## src/sv/stereo_tilt_equalizer_macros.svh

```systemverilog
// ----------------------------------------------------------------------------
// Assertion macros for the stereo tilt equalizer
// Short forms for the concurrent checks used in the RTL.
// ----------------------------------------------------------------------------
`ifndef STEREO_TILT_EQUALIZER_MACROS_SVH
`define STEREO_TILT_EQUALIZER_MACROS_SVH

// The consequent must hold in the same cycle as the antecedent.
`define STE_ASSERT_IMP(label, clk, rst, ante, cons, msg) \
  label: assert property (@(posedge clk) disable iff (rst) (ante) |-> (cons)) \
    else $error(msg);

// The consequent must hold in the cycle after the antecedent.
`define STE_ASSERT_NXT(label, clk, rst, ante, cons, msg) \
  label: assert property (@(posedge clk) disable iff (rst) (ante) |=> (cons)) \
    else $error(msg);

`endif

```

## src/sv/stqe_pkg.sv

```systemverilog
// ----------------------------------------------------------------------------
// Stereo tilt equalizer package
// Shared widths, register indexes and reset values.
// ----------------------------------------------------------------------------
package stqe_pkg;

  localparam int SAMPLE_BITS_DEF = 24;
  localparam int COEF_BITS_DEF   = 16;

  localparam int GAIN_BITS   = 18;
  localparam int GAIN_FRAC   = 16;
  localparam int GLIDE_EXTRA = 22;
  localparam int GLIDE_BITS  = GAIN_BITS + GLIDE_EXTRA;
  localparam int ALPHA_BITS  = 24;

  localparam int CFG_INDEX_BITS = 2;
  localparam int CFG_DATA_BITS  = 24;

  localparam logic [CFG_INDEX_BITS-1:0] REG_PIVOT       = 2'd0;
  localparam logic [CFG_INDEX_BITS-1:0] REG_SMOOTHING   = 2'd1;
  localparam logic [CFG_INDEX_BITS-1:0] REG_TARGET_LOW  = 2'd2;
  localparam logic [CFG_INDEX_BITS-1:0] REG_TARGET_HIGH = 2'd3;

  localparam int PIVOT_RESET = 4030;
  localparam logic [ALPHA_BITS-1:0] SMOOTHING_RESET = 24'd17466;
  localparam logic [GAIN_BITS-1:0]  TARGET_RESET    = 18'd65536;
  localparam logic [GLIDE_BITS-1:0] GAIN_NOW_RESET  = 40'd1 << (GAIN_FRAC + GLIDE_EXTRA);

endpackage

```

## src/sv/stqe_glide.sv

```systemverilog
// ----------------------------------------------------------------------------
// Gain glide unit
// Moves one gain one smoothing step toward its target with a bit-serial
// shift-and-add multiplier, one bit of the glide factor per cycle.
// ----------------------------------------------------------------------------
module stqe_glide (
  input  logic                             clk,
  input  logic                             rst,
  input  logic                             start,
  input  logic [stqe_pkg::ALPHA_BITS-1:0]  alpha,
  input  logic [stqe_pkg::GAIN_BITS-1:0]   target,
  output logic                             done,
  output logic [stqe_pkg::GAIN_BITS-1:0]   gain
);
  import stqe_pkg::*;

  localparam int CW = $clog2(ALPHA_BITS);

  localparam logic [1:0] G_IDLE  = 2'd0;
  localparam logic [1:0] G_RUN   = 2'd1;
  localparam logic [1:0] G_APPLY = 2'd2;

  logic [1:0]            state;
  logic [CW-1:0]         cnt;
  logic [GLIDE_BITS-1:0] now;
  logic [GLIDE_BITS-1:0] delta;
  logic [GLIDE_BITS-1:0] acc;
  logic [ALPHA_BITS-1:0] mult;
  logic                  up;
  logic [GLIDE_BITS-1:0] goal;
  logic [GLIDE_BITS:0]   sum;

  assign goal = {target, {GLIDE_EXTRA{1'b0}}};
  assign sum  = {1'b0, acc} + (mult[0] ? {1'b0, delta} : '0);
  assign gain = now[GLIDE_BITS-1:GLIDE_EXTRA];

  always_ff @(posedge clk) begin
    if (rst) begin
      state <= G_IDLE;
      cnt   <= '0;
      now   <= GAIN_NOW_RESET;
      done  <= 1'b0;
    end else begin
      done <= (state == G_APPLY);
      unique case (state)
        G_IDLE: begin
          if (start) begin
            up    <= (goal >= now);
            delta <= (goal >= now) ? goal - now : now - goal;
            acc   <= '0;
            mult  <= alpha;
            cnt   <= '0;
            state <= G_RUN;
          end
        end
        G_RUN: begin
          acc  <= sum[GLIDE_BITS:1];
          mult <= mult >> 1;
          cnt  <= cnt + 1'b1;
          if (cnt == CW'(ALPHA_BITS - 1)) begin
            state <= G_APPLY;
          end
        end
        G_APPLY: begin
          now   <= up ? now + acc : now - acc;
          state <= G_IDLE;
        end
        default: begin
          state <= G_IDLE;
        end
      endcase
    end
  end

endmodule

```

## src/sv/stqe_chan.sv

```systemverilog
// ----------------------------------------------------------------------------
// Channel lane
// One-pole trapezoidal split and gain mix for one channel, both products
// formed bit-serially, one multiplier bit per cycle.
// ----------------------------------------------------------------------------
module stqe_chan #(
  parameter int SB = stqe_pkg::SAMPLE_BITS_DEF,
  parameter int CB = stqe_pkg::COEF_BITS_DEF
) (
  input  logic                            clk,
  input  logic                            rst,
  input  logic                            start,
  input  logic signed [SB-1:0]            x,
  input  logic [CB-1:0]                   g,
  input  logic [stqe_pkg::GAIN_BITS-1:0]  low_gain,
  input  logic [stqe_pkg::GAIN_BITS-1:0]  high_gain,
  output logic                            done,
  output logic signed [SB-1:0]            y
);
  import stqe_pkg::*;

  localparam int SW = SB + 4;
  localparam int EW = SW + 1;
  localparam int LW = SW + 2;
  localparam int DW = SW + 4;
  localparam int YW = DW + GAIN_BITS - GAIN_FRAC;
  localparam int CNT_MAX = (CB > GAIN_BITS) ? CB : GAIN_BITS;
  localparam int CW = $clog2(CNT_MAX);

  localparam logic [2:0] C_IDLE = 3'd0;
  localparam logic [2:0] C_FILT = 3'd1;
  localparam logic [2:0] C_UPD  = 3'd2;
  localparam logic [2:0] C_DOT  = 3'd3;
  localparam logic [2:0] C_SAT  = 3'd4;

  logic [2:0]           state;
  logic [CW-1:0]        cnt;
  logic [SW-1:0]        s;
  logic [EW-1:0]        e;
  logic [EW-1:0]        hf;
  logic [CB-1:0]        gm;
  logic [LW-1:0]        lp;
  logic [LW:0]          d2;
  logic [DW-1:0]        hd;
  logic [GAIN_BITS-1:0] ld;
  logic [GAIN_BITS-1:0] lo_sh;
  logic [GAIN_BITS-1:0] hi_sh;

  logic [EW-1:0] e_next;
  logic [EW:0]   fsum;
  logic [LW-1:0] lp_next;
  logic [LW:0]   s2;
  logic [SW-1:0] s_next;
  logic [LW:0]   d2_next;
  logic [DW:0]   dsum;
  logic [YW-1:0] yfull;
  logic [SB-1:0] y_next;

  assign e_next  = {{(EW-SB){x[SB-1]}}, x} - {s[SW-1], s};
  assign fsum    = {hf[EW-1], hf} + (gm[0] ? {e[EW-1], e} : '0);
  assign lp_next = {{2{s[SW-1]}}, s} + {hf[EW-1], hf};
  assign s2      = {{3{s[SW-1]}}, s} + {{2{hf[EW-1]}}, hf} + {{2{hf[EW-1]}}, hf};
  assign d2_next = {{(LW+1-SB){x[SB-1]}}, x} - {lp_next[LW-1], lp_next};
  assign dsum    = {hd[DW-1], hd}
                 + (lo_sh[0] ? {{3{lp[LW-1]}}, lp} : '0)
                 + (hi_sh[0] ? {{2{d2[LW]}}, d2} : '0);
  assign yfull   = {hd, ld[GAIN_BITS-1:GAIN_FRAC]};

  always_comb begin
    if ((&s2[LW:SW-1]) || !(|s2[LW:SW-1])) begin
      s_next = s2[SW-1:0];
    end else if (s2[LW]) begin
      s_next = {1'b1, {(SW-1){1'b0}}};
    end else begin
      s_next = {1'b0, {(SW-1){1'b1}}};
    end
  end

  always_comb begin
    if ((&yfull[YW-1:SB-1]) || !(|yfull[YW-1:SB-1])) begin
      y_next = yfull[SB-1:0];
    end else if (yfull[YW-1]) begin
      y_next = {1'b1, {(SB-1){1'b0}}};
    end else begin
      y_next = {1'b0, {(SB-1){1'b1}}};
    end
  end

  always_ff @(posedge clk) begin
    if (rst) begin
      state <= C_IDLE;
      cnt   <= '0;
      s     <= '0;
      done  <= 1'b0;
    end else begin
      done <= (state == C_SAT);
      unique case (state)
        C_IDLE: begin
          if (start) begin
            e     <= e_next;
            hf    <= '0;
            gm    <= g;
            cnt   <= '0;
            state <= C_FILT;
          end
        end
        C_FILT: begin
          hf  <= fsum[EW:1];
          gm  <= gm >> 1;
          cnt <= cnt + 1'b1;
          if (cnt == CW'(CB - 1)) begin
            state <= C_UPD;
          end
        end
        C_UPD: begin
          lp    <= lp_next;
          d2    <= d2_next;
          s     <= s_next;
          hd    <= '0;
          lo_sh <= low_gain;
          hi_sh <= high_gain;
          cnt   <= '0;
          state <= C_DOT;
        end
        C_DOT: begin
          hd    <= dsum[DW:1];
          ld    <= {dsum[0], ld[GAIN_BITS-1:1]};
          lo_sh <= lo_sh >> 1;
          hi_sh <= hi_sh >> 1;
          cnt   <= cnt + 1'b1;
          if (cnt == CW'(GAIN_BITS - 1)) begin
            state <= C_SAT;
          end
        end
        C_SAT: begin
          y     <= y_next;
          state <= C_IDLE;
        end
        default: begin
          state <= C_IDLE;
        end
      endcase
    end
  end

endmodule

```

## src/sv/stereo_tilt_equalizer.sv

```systemverilog
// ----------------------------------------------------------------------------
// Stereo tilt equalizer
// Splits each channel with a one-pole trapezoidal low-pass and mixes the
// low part and the remainder with two gliding gains, saturated to the sample
// width.
//
//   Channel  Direction  Payload
//   s_axis   in         tdata: left_in, right_in
//   m_axis   out        tdata: left_out, right_out
//   cfg      in         cfg_index, cfg_data
//
// Each sample pair goes from acceptance to the output register through the
// bit-serial gain glide, then through the bit-serial filter and gain mix
// in each lane.
// A new pair is accepted once the previous one has reached the output
// register; a stalled output holds the finished pair in the lanes.
// Reset is synchronous; there is no clearing pass.
// ----------------------------------------------------------------------------
`include "stereo_tilt_equalizer_macros.svh"

module stereo_tilt_equalizer #(
  parameter int SAMPLE_BITS = stqe_pkg::SAMPLE_BITS_DEF,
  parameter int COEF_BITS   = stqe_pkg::COEF_BITS_DEF,
  parameter int DATA_BITS   = ((2 * SAMPLE_BITS + 7) / 8) * 8
) (
  input  logic                                 clk,
  input  logic                                 rst,
  input  logic                                 cfg_valid,
  output logic                                 cfg_ready,
  input  logic [stqe_pkg::CFG_INDEX_BITS-1:0]  cfg_index,
  input  logic [stqe_pkg::CFG_DATA_BITS-1:0]   cfg_data,
  input  logic                                 s_axis_tvalid,
  output logic                                 s_axis_tready,
  input  logic [DATA_BITS-1:0]                 s_axis_tdata,  // left_in, right_in
  output logic                                 m_axis_tvalid,
  input  logic                                 m_axis_tready,
  output logic [DATA_BITS-1:0]                 m_axis_tdata   // left_out, right_out
);
  import stqe_pkg::*;

  localparam logic [1:0] S_IDLE  = 2'd0;
  localparam logic [1:0] S_GLIDE = 2'd1;
  localparam logic [1:0] S_CHAN  = 2'd2;
  localparam logic [1:0] S_LOAD  = 2'd3;

  logic [1:0]             state;
  logic [COEF_BITS-1:0]   pivot;
  logic [ALPHA_BITS-1:0]  smoothing;
  logic [GAIN_BITS-1:0]   target_low;
  logic [GAIN_BITS-1:0]   target_high;
  logic signed [SAMPLE_BITS-1:0] xl;
  logic signed [SAMPLE_BITS-1:0] xr;
  logic signed [SAMPLE_BITS-1:0] yl;
  logic signed [SAMPLE_BITS-1:0] yr;
  logic [DATA_BITS-1:0]   out_data;

  logic                  in_accept;
  logic                  low_done;
  logic                  high_done;
  logic                  left_done;
  logic                  right_done;
  logic [GAIN_BITS-1:0]  low_gain;
  logic [GAIN_BITS-1:0]  high_gain;
  logic                  out_free;

  assign cfg_ready     = 1'b1;
  assign s_axis_tready = (state == S_IDLE);
  assign in_accept     = s_axis_tvalid && s_axis_tready;
  assign out_free      = !m_axis_tvalid || m_axis_tready;
  assign m_axis_tdata  = out_data;

  always_ff @(posedge clk) begin
    if (rst) begin
      pivot       <= COEF_BITS'(PIVOT_RESET);
      smoothing   <= SMOOTHING_RESET;
      target_low  <= TARGET_RESET;
      target_high <= TARGET_RESET;
    end else if (cfg_valid && cfg_ready) begin
      unique case (cfg_index)
        REG_PIVOT:       pivot       <= cfg_data[COEF_BITS-1:0];
        REG_SMOOTHING:   smoothing   <= cfg_data[ALPHA_BITS-1:0];
        REG_TARGET_LOW:  target_low  <= cfg_data[GAIN_BITS-1:0];
        REG_TARGET_HIGH: target_high <= cfg_data[GAIN_BITS-1:0];
      endcase
    end
  end

  always_ff @(posedge clk) begin
    if (in_accept) begin
      xl <= s_axis_tdata[SAMPLE_BITS-1:0];
      xr <= s_axis_tdata[2*SAMPLE_BITS-1:SAMPLE_BITS];
    end
  end

  stqe_glide u_glide_low (
    .clk    (clk),
    .rst    (rst),
    .start  (in_accept),
    .alpha  (smoothing),
    .target (target_low),
    .done   (low_done),
    .gain   (low_gain)
  );

  stqe_glide u_glide_high (
    .clk    (clk),
    .rst    (rst),
    .start  (in_accept),
    .alpha  (smoothing),
    .target (target_high),
    .done   (high_done),
    .gain   (high_gain)
  );

  stqe_chan #(
    .SB (SAMPLE_BITS),
    .CB (COEF_BITS)
  ) u_chan_left (
    .clk       (clk),
    .rst       (rst),
    .start     (low_done),
    .x         (xl),
    .g         (pivot),
    .low_gain  (low_gain),
    .high_gain (high_gain),
    .done      (left_done),
    .y         (yl)
  );

  stqe_chan #(
    .SB (SAMPLE_BITS),
    .CB (COEF_BITS)
  ) u_chan_right (
    .clk       (clk),
    .rst       (rst),
    .start     (low_done),
    .x         (xr),
    .g         (pivot),
    .low_gain  (low_gain),
    .high_gain (high_gain),
    .done      (right_done),
    .y         (yr)
  );

  always_ff @(posedge clk) begin
    if (rst) begin
      state         <= S_IDLE;
      m_axis_tvalid <= 1'b0;
    end else begin
      if (state == S_LOAD && out_free) begin
        m_axis_tvalid <= 1'b1;
      end else if (m_axis_tvalid && m_axis_tready) begin
        m_axis_tvalid <= 1'b0;
      end
      unique case (state)
        S_IDLE: begin
          if (in_accept) begin
            state <= S_GLIDE;
          end
        end
        S_GLIDE: begin
          if (low_done) begin
            state <= S_CHAN;
          end
        end
        S_CHAN: begin
          if (left_done) begin
            state <= S_LOAD;
          end
        end
        S_LOAD: begin
          if (out_free) begin
            state <= S_IDLE;
          end
        end
      endcase
    end
  end

  always_ff @(posedge clk) begin
    if (state == S_LOAD && out_free) begin
      out_data <= DATA_BITS'({yr, yl});
    end
  end

  `STE_ASSERT_NXT(a_accept_starts_glide, clk, rst, in_accept, state == S_GLIDE, "accepted pair did not start the glide")
  `STE_ASSERT_IMP(a_glides_aligned, clk, rst, low_done || high_done, low_done && high_done, "gain glides finished apart")
  `STE_ASSERT_IMP(a_lanes_aligned, clk, rst, left_done || right_done, left_done && right_done, "channel lanes finished apart")
  `STE_ASSERT_NXT(a_load_fills_output, clk, rst, state == S_LOAD && !m_axis_tvalid, m_axis_tvalid, "empty output register was not loaded")

endmodule
```

## config.mk

```make
export PLATFORM = sky130hd
export DESIGN_NAME = stereo_tilt_equalizer
export DESIGN_NICKNAME = d
export VERILOG_FILES = /design/src/sv/stqe_pkg.sv /design/src/sv/stqe_glide.sv /design/src/sv/stqe_chan.sv /design/src/sv/stereo_tilt_equalizer.sv
export VERILOG_INCLUDE_DIRS = /design/src /design/src/sv
export SDC_FILE = /design/constraint.sdc
export NUM_CORES = 2
export LEC_CHECK = 0
export ABC_CLOCK_PERIOD_IN_PS = 9210
export BUFFER_PORTS_ARGS = -buffer_cell sky130_fd_sc_hd__buf_2
export CORE_ASPECT_RATIO = 0.6
export CORE_MARGIN = 2
export CORE_UTILIZATION = 25
export DETAILED_ROUTE_END_ITERATION = 7
export GPL_TIMING_DRIVEN = 0
export SLEW_MARGIN = 20
export SYNTH_ARGS = -nofsm -noshare
export SYNTH_HDL_FRONTEND = slang
export SYNTH_SLANG_ARGS = --single-unit
```

## constraint.sdc

```tcl
create_clock -name clk -period 9.21 [get_ports clk]
set_input_delay 1.842 -clock clk [delete_from_list [all_inputs] [get_ports clk]]
set_output_delay 1.842 -clock clk [all_outputs]
set_load 0.01 [all_outputs]
```

# Word level (Yosys, flattened, before mapping)
# Cells that the tools add are included.
# word_totals
wordCells	251
out_inout_bits	51
ff_bits	1043
in_bits	79
# classes
n_mux	62
magnitude_cmp	2
n_reduce_logical	67
bitwise	1
addsub	30
n_eq_ne	38
# op_table
cell	n
two-way mux 40 bit	7
subtractor 40 bit	6
case mux 40 bit (2 select lines)	2
case mux 18 bit (2 select lines)	4
adder 33 bit	4
two-way mux 33 bit	4
case mux 32 bit (2 select lines)	2
adder 28 x 29 -> 30 bit	4
two-way mux 24 bit	5
case mux 29 bit (2 select lines)	2
two-way mux 28 bit	4
case mux 24 bit (2 select lines)	2
adder 40 x 41 -> 41 bit	2
adder 40 bit	2
greater-or-equal comparator 40 bit	2
case mux 16 bit (2 select lines)	2
adder 30 x 29 -> 31 bit	2
subtractor 24 x 30 -> 31 bit	2
adder 30 bit	2
two-way mux 30 bit	2
subtractor 24 x 28 -> 29 bit	2
AND reduction 2 bit	18
case mux 5 bit (3 select lines)	2
AND reduction 3 bit	10
33 further kinds	106

# Depth between registers and ports, before layout
# depth
depth_word	6
ltp_mapped	26

# Modules after synthesis
# Synthesis repeated with hierarchy kept, for this count alone.
# unflattened
hier_cells	7639
hier_area_um2	70741.6
# modules_own_cells
mod	area_each_um2	n_inst	cells_each
stqe_chan	19500.0	2	2055
stqe_glide (u_glide_high)	13092.6	1	1572
stqe_glide (u_glide_low)	12792.3	1	1516
stereo_tilt_equalizer	5856.9	1	441

# Worst setup path before layout
# OpenSTA, ideal clock, no wires.
# synth_timing
path_type	input-to-reg
from	input port rst
to	register u_glide_low.delta[0], enable pin
setup_slack_ns	2.448
path_stages	3
arrival_ns	6.217
setup_time_ns	0.545
required_ns	8.665
cell_sequence	clkbuf_1 > clkbuf_1 > nor4_1
# synth_via
elab_chain_len	2
# synth_lines
item	line	rtl
start: declaration	stereo_tilt_equalizer.sv:27	input logic rst,
NOT 1 bit (no line)	--	
AND reduction 3 bit (no line)	--	
end signal: assignment	stqe_glide.sv:49	delta <= (goal >= now) ? goal - now : now - goal;
end: declaration	stqe_glide.sv:26	logic [GLIDE_BITS-1:0] delta;
# No other way between the ends.
# A chain may end at the register's enable or synchronous reset.

# Final worst setup path
# layout_timing
from	register u_chan_right.hi_sh[0]
to	register u_chan_right.hd[30], data pin
# layout_via
elab_chain_len	3
# layout_lines
item	line	rtl
start: declaration	stqe_chan.sv:47	logic [GAIN_BITS-1:0] hi_sh;
start signal: assignment	stqe_chan.sv:121	hi_sh <= high_gain;
start signal: assignment	stqe_chan.sv:129	hi_sh <= hi_sh >> 1;
two-way mux 33 bit	stqe_chan.sv:66	+ (hi_sh[0] ? {{2{d2[LW]}}, d2} : '0);
adder 33 bit	stqe_chan.sv:66	
case mux 32 bit (2 select lines)	stqe_chan.sv:97	unique case (state)
end signal: assignment	stqe_chan.sv:126	hd <= dsum[DW:1];
end: declaration	stqe_chan.sv:44	logic [DW-1:0] hd;
# No other way between the ends.

==> results.ini <==
[power]
p_seq_frac = 0.350
ir_worst_vdd_v = 0.000202
p_switching_mw = 6.98
p_clk_frac = 0.247
p_leak_nw = 31.0
sw_frac_of_total = 0.390
internal_power_mw = 10.9
pwr-share-comb = 0.403
power_density_nw_per_um2 = 234

[timing]
finalCriticalPeriod_ns = 7.23
min_period_over_period = 0.786
hold_viol_final = 0
drv_slew = 0
final.setup.tns_ns = 0
max_slew.worst_pin.slew_ns = 1.18
rsz0062_at_grt = no
finClkSkew_ns = 0.0458
relSlewSlack = 0.213
setup_viol = 0
fin_ws_ns = 1.98
fin_hold_ws_ns = 0.419
max_freq_mhz = 138

[hold_path]
whs_path_depth = 0
worstHoldStart = u_chan_right.y[7]
hold_path_class = flop to flop
whs_endpoint = m_axis_tdata[31]

[place]
place_ws_ns = 2.36
placed_cells = 10934
gp_congestion = 0.915
dpl.hpwl_um = 159000
port_buffers = 126

[yosys]
yosys_warnings = 0
yosysMostFrequentCell = nand2_1
yosys-mux-area-fraction = 0.0171
syn-num-nets = 7914
synth_seq_cells = 1011
synth_xor_area_frac = 0.0689
synthSimpleGateAreaFrac = 0.162
postSynthCellCount = 7201
synth_top_area_frac = 0.341
yosysTopAreaCell = edfxtp_1
ys_seq_area_frac = 0.415
synth.avg_cell_area_um2 = 9.34
ys_types = 90
synthArstFlopShare = 0
synth-compound-area-share = 0.161
synth_area_um2 = 67200
synth_top_family_by_area = simple AND/OR/NAND/NOR gates
synth-edff-count = 764
synthFlopType = edfxtp_1
synth_fa_ha_area_frac = 0.130
synthTopCellsByArea = edfxtp_1 34%, ha_1 10%, dfxtp_1 7.4%
synthTopCellsByCount = 957 x nand2_1, 764 x edfxtp_1, 612 x inv_1

[global_route]
grt_pass1_wl_um = 306000
grt_usage = 0.144
grt_max_degree = 62
grt_pass1_vias = 50042
antenna_found_initial = 11
grt_overflow = 0

[worst_setup_path]
criticalPathCategory = flop to flop
critPathMaxStageDelay_ns = 0.77
reg2reg_from = u_chan_right.hi_sh[0]
crit_top_cell = o21ai_0
worstSetupEndpointType = flop
path_buf_inv = 3
cp-start-kind = flop
r2r_setup_slack_ns = 1.98
cp.arrival_ns = 7.70
cp.required_ns = 9.67
path_max_fanout = 10
reg2reg_depth = 24
crit_chain = clkbuf_1 > nand2_1 > fa_1 > inv_1 > ha_1 > inv_1 > fa_1 > nor2b_1 > o21ai_0 > a21boi_0 > o21ai_0 > a21boi_0 > o21ai_0 > a21boi_0 > o21ai_0 > a21o_1 > a31oi_1 > o31ai_1 > a21o_1 > nand3_1 > o211ai_1 > o21ai_0 > nor4_1 > a211o_1
regToRegEndpoint = u_chan_right.hd[30]
crit_family = compound AO/OA/AOI/OAI gates
crit_slowest_cell = clkbuf_1

[detailed_routing]
drt_iter0_drc = 5321
vias = 53743
top_layer = met5
dr.pass1.iters = 5
final_antenna_net_count = 0
totalWireLength_um = 202000
met3WireLength_um = 15300
wire_per_inst_um = 18.2
wl_met1_um = 106000
route.detailed.drc = 0
viasPerCell = 4.83
met2WireLength_um = 77300

[clock_tree]
clk-insertion-delay-late_ns = 0.75
cts_tree = yes
postCtsSetupRepairBufs = 0
cts.sinks = 1011
clockBufferDepth = 3
cts_made_buffers = 103
hold_buffers = 0
cts_root_buf = clkbuf_16
post_cts_resized = 0
htreeDepth = 3
path_clk_slew_ns = 0.06

[finish]
post-route-util = 0.286
final_nets = 8177
layout-drive-gt1-share = 0.0642
area_growth_pct = 13.6
instances_no_fill = 11130
nFillCells = 27994

[die]
die_h_um = 406
ios = 130
core_area_um2 = 267000
dieArea_um2 = 273000
die_x_um = 674
start_util = 0.251
fp-row-count = 147

[flow_run]
max-cap-violations = 0

[run_status]
status = complete, no violations

## final cells by class
type                            instances  area (µm²)  share of cell area
Inverter                              614        2310              0.0302
Clock inverter                         65         643             0.00842
Multi-Input combinational cell       5363       36400               0.476
Antenna cell                            1        2.50           0.0000328
Timing Repair Buffer                  158        1090              0.0143
Clock buffer                          129        2800              0.0367
Sequential cell                      1011       27900               0.365
Tap cell                             3576        4470              0.0586
Buffer                                213         812              0.0106
## placed cells by master, fill, tap and decap left out, types with 138 or more instances in the layout
cell type  instances
xnor2_1          319
nand2_1          957
edfxtp_1         764
nor3_1           164
dfxtp_1          247
a21o_1           189
and2_1           177
o21ai_0          344
nor2_1           524
xor2_1           208
inv_1            610
ha_1             552
a21oi_1          557
clkbuf_1         210
buf_2            138
## how the worst max path moves through the flow
stage / from / end / slack (ns) / depth (start not counted)
after floorplan: rst / u_glide_low.delta[0] / 2.45 / 3
after global placement: rst / u_glide_high.state[0] / -0.96 / 4
final: u_chan_right.hi_sh[0] / u_chan_right.hd[30] / 1.98 / 24
after CTS: u_chan_right.hi_sh[0] / u_chan_right.hd[30] / 2.29 / 24
after global routing: u_chan_right.hi_sh[0] / u_chan_right.hd[30] / 1.64 / 24
after detailed placement: u_chan_right.hi_sh[0] / u_chan_right.hd[30] / 2.36 / 24
## power groups by stage
stage | registers [mW] | logic (mW) | clock network, mW
4_1_cts | 6.26 | 7.13 | 4.53
3_3_place_gp | 6.40 | 6.82 | 0
2_1_floorplan | 6.16 | 5.28 | 0
6_report | 6.26 | 7.22 | 4.42
3_5_place_dp | 6.35 | 7.08 | 0
5_1_grt | 6.32 | 8.04 | 4.70
## worst reg2reg max path, cell delays in order (launching register included)
cell	delay, ns
edfxtp_1	0.52
clkbuf_1	0.77
nand2_1	0.17
fa_1	0.59
inv_1	0.10
ha_1	0.32
inv_1	0.11
fa_1	0.46
nor2b_1	0.16
o21ai_0	0.14
a21boi_0	0.29
o21ai_0	0.16
a21boi_0	0.26
o21ai_0	0.14
a21boi_0	0.44
o21ai_0	0.25
a21o_1	0.26
a31oi_1	0.32
o31ai_1	0.20
a21o_1	0.22
nand3_1	0.08
o211ai_1	0.21
o21ai_0	0.45
nor4_1	0.10
a211o_1	0.26
## registers in the layout, indices dropped and copies added, names as in the netlist, 30 cells and up
name,flops
u_chan_right.d2,31
u_chan_left.hd,32
u_chan_left.d2,31
u_glide_low.acc,40
u_glide_low.delta,40
m_axis_tdata,48
u_glide_high.now,40
u_chan_left.lp,30
u_glide_low.now,40
u_chan_right.hd,32
u_chan_right.lp,30
u_glide_high.delta,40
u_glide_high.acc,40
## layer usage
layer	vias up	GRT usage
li1	25962	-
met5	-	0
met1	25733	0.233
met4	4	0.0277
met3	222	0.0220
met2	1822	0.195
## logic make-up (layout without fill, tap and decap cells)
group,Yosys count,in the layout
AND/OR/NAND/NOR,2369,2369
AO/OA/AOI/OAI,1707,1707
flip-flops,1011,1011
buffers and inverters,827,1179
adder cells (fa/ha/maj),652,652
XOR/XNOR,528,528
multiplexers,106,106
other,1,2
## stage by stage
step	cell area (µm²)	total power [mW]
floorplan	67200	11.4
global placement	72300	13.2
detailed placement	72900	13.4
CTS	76400	17.9
global route	76400	19.1
finish	76400	17.9
Power figures use the tool's default switching activity.
